### src/design/pcc_pkg.sv
// Shared constants, types and the area saturation helper of the polygon cell checker.
`default_nettype none

package pcc_pkg;

   localparam int MAX_DEGREE  = 16;
   localparam int COORD_BITS  = 24;
   localparam int ID_BITS     = 20;
   localparam int NODE_BITS   = ID_BITS + 1;
   localparam int AREA_BITS   = 52;
   localparam int DEG_BITS    = $clog2(MAX_DEGREE + 2);
   localparam int PROD_BITS   = 2 * COORD_BITS;
   localparam int TERM_BITS   = PROD_BITS + 1;
   localparam int WIDE_BITS   = ((AREA_BITS > TERM_BITS) ? AREA_BITS : TERM_BITS) + 1;
   localparam int DEFECT_BITS = 3;

   localparam logic [DEFECT_BITS-1:0] DEFECT_NONE   = 3'd0;
   localparam logic [DEFECT_BITS-1:0] DEFECT_DEGREE = 3'd1;
   localparam logic [DEFECT_BITS-1:0] DEFECT_ID     = 3'd2;
   localparam logic [DEFECT_BITS-1:0] DEFECT_REPEAT = 3'd3;
   localparam logic [DEFECT_BITS-1:0] DEFECT_RADIUS = 3'd4;
   localparam logic [DEFECT_BITS-1:0] DEFECT_AREA   = 3'd5;

   localparam logic [DEG_BITS-1:0] MIN_DEG_VALUE = DEG_BITS'(3);
   localparam logic [DEG_BITS-1:0] MAX_DEG_VALUE = DEG_BITS'(MAX_DEGREE);
   localparam logic [DEG_BITS-1:0] DEG_SAT_VALUE = DEG_BITS'(MAX_DEGREE + 1);

   localparam logic [NODE_BITS-1:0] NODE_COUNT_RESET = NODE_BITS'(1) << ID_BITS;

   typedef logic        [ID_BITS-1:0]    id_type;
   typedef logic signed [COORD_BITS-1:0] coord_type;
   typedef logic signed [PROD_BITS-1:0]  prod_type;
   typedef logic signed [TERM_BITS-1:0]  term_type;
   typedef logic signed [AREA_BITS-1:0]  area_type;
   typedef logic        [DEG_BITS-1:0]   degree_type;

   typedef struct packed {
      logic shift;
      logic clear;
   } chain_ctl_type;

   typedef struct packed {
      logic radius;
      logic dup;
      logic id_range;
   } flags_type;

   // Clamp a widened sum into the signed area range.
   function automatic area_type sat_area(input logic signed [WIDE_BITS-1:0] value);
      logic signed [WIDE_BITS-1:0] hi;
      logic signed [WIDE_BITS-1:0] lo;
      area_type                    result;
      hi = {{(WIDE_BITS - AREA_BITS + 1){1'b0}}, {(AREA_BITS - 1){1'b1}}};
      lo = ~hi;
      if (value > hi) begin
         result = hi[AREA_BITS-1:0];
      end else if (value < lo) begin
         result = lo[AREA_BITS-1:0];
      end else begin
         result = value[AREA_BITS-1:0];
      end
      return result;
   endfunction

endpackage

`default_nettype wire

### src/design/pcc_id_cell.sv
// One cell of the vertex id chain: holds one stored id and compares it with the probe.
`default_nettype none

module pcc_id_cell (
   input  logic                  clock,
   input  logic                  reset,
   input  pcc_pkg::chain_ctl_type ctl,
   input  pcc_pkg::id_type       nb_id,
   input  logic                  nb_valid,
   input  pcc_pkg::id_type       probe_id,
   output pcc_pkg::id_type       id_out,
   output logic                  valid_out,
   output logic                  match
);
   import pcc_pkg::*;

   id_type id_ff;
   logic   valid_ff;
   logic   valid_in;

   always_comb begin
      valid_in = valid_ff;
      if (ctl.clear) begin
         valid_in = 1'b0;
      end else if (ctl.shift) begin
         valid_in = nb_valid;
      end
   end

   always_ff @(posedge clock) begin
      if (reset) begin
         valid_ff <= 1'b0;
      end else begin
         valid_ff <= valid_in;
      end
   end

   always_ff @(posedge clock) begin
      if (ctl.shift) begin
         id_ff <= nb_id;
      end
   end

   assign id_out    = id_ff;
   assign valid_out = valid_ff;
   assign match     = valid_ff && (id_ff == probe_id);

endmodule

`default_nettype wire

### src/design/pcc_id_chain.sv
// Row of id cells that remembers the first vertex ids of a cell and flags a repeat.
`default_nettype none

module pcc_id_chain (
   input  logic                   clock,
   input  logic                   reset,
   input  pcc_pkg::chain_ctl_type ctl,
   input  pcc_pkg::id_type        probe_id,
   output logic                   dup_hit
);
   import pcc_pkg::*;

   id_type                  link_id    [MAX_DEGREE];
   logic   [MAX_DEGREE-1:0] link_valid;
   logic   [MAX_DEGREE-1:0] hit;

   for (genvar k = 0; k < MAX_DEGREE; k++) begin : g_cell
      if (k == 0) begin : g_head
         pcc_id_cell u_cell (
            .clock     (clock),
            .reset     (reset),
            .ctl       (ctl),
            .nb_id     (probe_id),
            .nb_valid  (1'b1),
            .probe_id  (probe_id),
            .id_out    (link_id[k]),
            .valid_out (link_valid[k]),
            .match     (hit[k])
         );
      end else begin : g_body
         pcc_id_cell u_cell (
            .clock     (clock),
            .reset     (reset),
            .ctl       (ctl),
            .nb_id     (link_id[k-1]),
            .nb_valid  (link_valid[k-1]),
            .probe_id  (probe_id),
            .id_out    (link_id[k]),
            .valid_out (link_valid[k]),
            .match     (hit[k])
         );
      end
   end

   assign dup_hit = |hit;

endmodule

`default_nettype wire

### config.mk
export PLATFORM = sky130hd
export DESIGN_NAME = pcc_id_chain
export DESIGN_NICKNAME = d
export VERILOG_FILES = /design/src/design/pcc_pkg.sv /design/src/design/pcc_id_cell.sv /design/src/design/pcc_id_chain.sv
export SDC_FILE = /design/constraint.sdc
export NUM_CORES = 1
export LEC_CHECK = 0
export BUFFER_PORTS_ARGS = -buffer_cell sky130_fd_sc_hd__buf_2
export CORE_UTILIZATION = 59
export DETAILED_ROUTE_END_ITERATION = 8
export PLACE_DENSITY = 0.76
export SKIP_CTS_REPAIR_TIMING = 1
export SYNTH_ARGS = -nofsm -noshare
export SYNTH_HDL_FRONTEND = slang
export SYNTH_SLANG_ARGS = --single-unit
### constraint.sdc
create_clock -name clock -period 2.8 [get_ports clock]
set_input_delay 0.56 -clock clock [delete_from_list [all_inputs] [get_ports clock]]
set_output_delay 0.56 -clock clock [all_outputs]
set_load 0.02 [all_outputs]
Word level (Yosys, flattened, before mapping)
Cells that the tools add are included.
{"block": "classes", "n_reduce_logical": 18, "eq_ne": 16}
{"operator": "== test 20 bit", "count": 16}
{"operator": "logical AND 1 bit", "count": 16}
{"operator": "OR reduction 16 bit", "count": 1}
{"operator": "OR reduction 2 bit", "count": 1}
{"block": "totals", "output_inout_bits": 1, "ff_bits": 336, "word_cells": 66, "input_bits": 24}

Depth between registers and ports, before layout
{"block": "logic_depth", "word_depth": 3, "ltp_mapped": 8, "mapped_depth_nobuf": 6}

Cells and area by module
Synthesis repeated with hierarchy kept, for this count alone.
{"block": "unflattened", "hier_cells": 806, "area_unflattened_um2": 13788.2}
{"mod": "pcc_id_cell", "seq_area_each_um2": 620.6, "instances": 16, "cells_each": 50, "area_each_um2": 859.6}
{"mod": "pcc_id_chain", "seq_area_each_um2": 0.0, "instances": 1, "cells_each": 6, "area_each_um2": 35.0}

Least setup slack after synthesis
No wires, ideal clock.
{"block": "synth_timing", "path_kind": "input to output", "startpoint": "input probe_id[9]", "endpoint": "output dup_hit", "setup_slack_ns": 0.461, "arrival_time_ns": 1.779, "required_ns": 2.240, "cell_stages": 8, "path_buffers": 2, "cell_sequence": "buf_6 buf_12 xor2_1 nor4_1 nand4_1 nor4_2 nor4_1 nand4_1"}
{"block": "synth_via", "elab_chain_len": 3, "elab_cells_between_ends": 33, "classes_between": "eq/ne: 16; reduce/logical: 17"}
{"item": "start: declaration", "line_no": "pcc_id_chain.sv:8", "source": "input pcc_pkg::id_type probe_id,"}
{"item": "== test 20 bit", "line_no": "pcc_id_cell.sv:46", "source": "assign match = valid_ff && (id_ff == probe_id);"}
{"item": "logical AND 1 bit", "line_no": "pcc_id_cell.sv:46"}
{"item": "OR reduction 16 bit *", "line_no": "pcc_id_chain.sv:45", "source": "assign dup_hit = |hit;"}
{"item": "end: declaration", "line_no": "pcc_id_chain.sv:9", "source": "output logic dup_hit"}
Every way passes the cells marked *; elsewhere a longest branch is shown, timed or not.

Worst setup path after layout
{"block": "layout_timing", "startpoint": "register g_cell[5].g_body.u_cell.id_ff[12]", "endpoint": "output dup_hit"}
{"block": "layout_via", "elab_chain_len": 3}
{"item": "start: declaration", "line_no": "pcc_id_cell.sv:17", "source": "id_type id_ff;"}
{"item": "start signal: assignment", "line_no": "pcc_id_cell.sv:40", "source": "id_ff <= nb_id;"}
{"item": "== test 20 bit", "line_no": "pcc_id_cell.sv:46"}
{"item": "logical AND 1 bit", "line_no": "pcc_id_cell.sv:46"}
{"item": "OR reduction 16 bit", "line_no": "pcc_id_chain.sv:45"}
Every way passes these cells.

==> run metrics <==
clk slew on worst S/H paths=around 60 ps; global route overflow=0; layout cell share with drive strength beyond 1=16.87%; Synth Area in Adders=0%; number of distinct library cells after synthesis=19; Worst Clk Skew=between 10 and 15 ps; status=complete, but fails checks; clk buf depth=3; DR vias/cell=between 5 and 6; clk sinks=336; worst relative slew slack=68.88%; drt pass-1 iters=4; largest family of logic cells by synthesized area=XOR/XNOR gates; first-pass GRT wire length=42,170 um; post-route ant nets=0; Worst Path Max Fanout=2; failing checks=setup timing; GP Congestion=0.9246; Total Routing Usage GR=around a quarter; Fin. Hold Viols=0; Worst-Skew Late Latency=~510 ps; number of buffers added on ports=24; HP Class=in -> reg; CTS Buf Count=35; CP endpoint kind=output pin; Die H=around 160 um; Synth Instances=850; Synthesized Nets=about 870; full die area=24,490 um^2; Initial Util=between 50 and 60%; Placement Setup Slack=-488.3 ps; Finish-stage setup viols=1; number of synthesized register bits=roughly 340; antenna violations before repair=1; Synth Area in Compound Gates=0%; Layout Utilization=between 60% and 70%; routed vias=7,146; Hold WS=between 300 and 400 ps; dpl cells=approximately 1,200; peak supply drop=~0.55 mV; setup TNS=-327.1 ps; worst slew pin tran=~470 ps; max-cap violations=0; CP Class=reg -> out; WL/cell=approximately 22 um; fin cells=~1,300; CP arrival=around 2600 ps; setup ws final=-327.1 ps; Seq/Total Area, Yosys=between 70% and 80%; leakage=5.483 nW; Top Ports=25; RSZ-0062 raised after global routing=true; fin nets=just under 1,000; crit start category=flop; fin. max-slew vios=0; die width=around 160 um; Syn. warnings=0; largest net degree at the start of global routing=64; Synth Area in Simple Gates=5.810%; CTS tree=yes; diode count=0; min Tclk post-route=around 3100 ps; Synth Area in XOR/XNOR=19.95%; Netlist Area Pre-Place=14,080 um^2; final wirelength=~28,000 um; initial DRC count=between 400 and 500; Design Area, Final=roughly 16,000 um^2; CTS H-Tree Depth=2; Period Utilization, post-route=111.7%; # rows=56; Placement Cell Area=14,960 um^2; DRC=0; Mean Syn Cell Area=16.57 um^2; power density over the cells=roughly 710 nW/um^2; mux share of post-synthesis cell area=approximately 1.1%; Area Growth Syn to Fin=14.84%; root buffer cell=clkbuf_16; CP required=2240 ps; post-DP HPWL=~20,000 um; Power Total=approximately 11 mW; vias in the first global route=between 7,000 and 8,000; total core area=~23,000 um^2; achievable clock frequency=~0.32 GHz
[flip-flops by register name, summed over array words and instances, names as in the netlist]
register                        count
g_cell.g_body.u_cell.id_out       300
g_cell.g_body.u_cell.valid_out     15
g_cell.g_head.u_cell.id_out        20
g_cell.g_head.u_cell.valid_out      1
[cell type report]
cell class                 instances  area (um^2)
sequential                       336         9930
fill                            1563         7300
multi-input combinational        470         3870
clock buffer                      41        940.9
timing repair buffer              98        863.3
tap                              319        399.1
clock inverter                    21        170.2
[path summary, 6_finish.rpt]
path                                                                    from                                      endpoint  slack (ps)  cells past startpoint
worst max-delay path            g_cell[5].g_body.u_cell.id_out[12]$_DFFE_PP_                                       dup_hit        -330                      7
worst min-delay path                                            probe_id[14]  g_cell[0].g_head.u_cell.id_out[14]$_DFFE_PP_         380                      1
worst min register to register  g_cell[2].g_body.u_cell.id_out[12]$_DFFE_PP_  g_cell[3].g_body.u_cell.id_out[12]$_DFFE_PP_         460                      0
worst max register to register  g_cell[5].g_body.u_cell.id_out[12]$_DFFE_PP_  g_cell[6].g_body.u_cell.id_out[12]$_DFFE_PP_        1980                      1
[Yosys cell counts]
cell / n / area share [%]
buf_12: 5 / 0.71
buf_2: 16 / 0.57
buf_4: 11 / 0.59
buf_6: 9 / 0.72
clkbuf_1: 3 / 0.080
dfxtp_1: 16 / 2.3
edfxtp_1: 320 / 68
mux2i_1: 15 / 1.1
nand3_1: 15 / 0.53
nand3_2: 1 / 0.071
nand4_1: 48 / 2.1
nand4_2: 1 / 0.089
nor2_1: 17 / 0.45
nor4_1: 48 / 2.1
nor4_2: 4 / 0.36
or2_2: 1 / 0.044
xnor2_1: 192 / 12
xor2_1: 127 / 7.9
xor2_2: 1 / 0.12
[layer usage]
| metal | share of wire (%) | up-vias | GRT usage [%] |
|---|---|---|---|
| li1 | - | 3290 | - |
| met1 | 37 | 3591 | 26.09 |
| met2 | 54 | 187 | 44.86 |
| met3 | 3.5 | 78 | 3.212 |
| met4 | 5.6 | 0 | 13.77 |
| met5 | 0 | - | 0 |
[cells in the final DEF (no fill, tap or decap), drive strengths merged]
master | synthesis | layout
edfxtp | 320 | 320
clkinv | 0 | 17
clkinvlp | 0 | 1
buf | 41 | 98
nand3 | 16 | 16
or2 | 1 | 1
clkbuf | 3 | 41
xnor2 | 192 | 192
mux2i | 15 | 15
bufinv | 0 | 3
nor2 | 17 | 17
dfxtp | 16 | 16
nor4 | 52 | 52
nand4 | 49 | 49
xor2 | 128 | 128
[power by group]
| group | internal, mW | switching (mW) | leakage, nW |
|---|---|---|---|
| sequential | 5.84 | 0.178 | 3.26 |
| combinational | 0.389 | 0.513 | 1.68 |
| clock | 2.67 | 1.82 | 0.546 |
| total | 8.90 | 2.51 | 5.48 |
[cell families (layout without fill, tap and decap cells)]
kind of cell	count (synthesis)	after routing
xor+xnor	320	320
buf+inv	44	160
flops	336	336
mux	15	15
simple gates	135	135
[worst max-delay path, cell delays in order, from the launching register on]
cell and delay (ps):
edfxtp_1 420, xor2_1 200, nor4_2 470, nand3_1 240, nor4_4 340, nor4_4 80
nand4_1 130, buf_4 160
No activity file was read; power rests on OpenSTA's default activity.
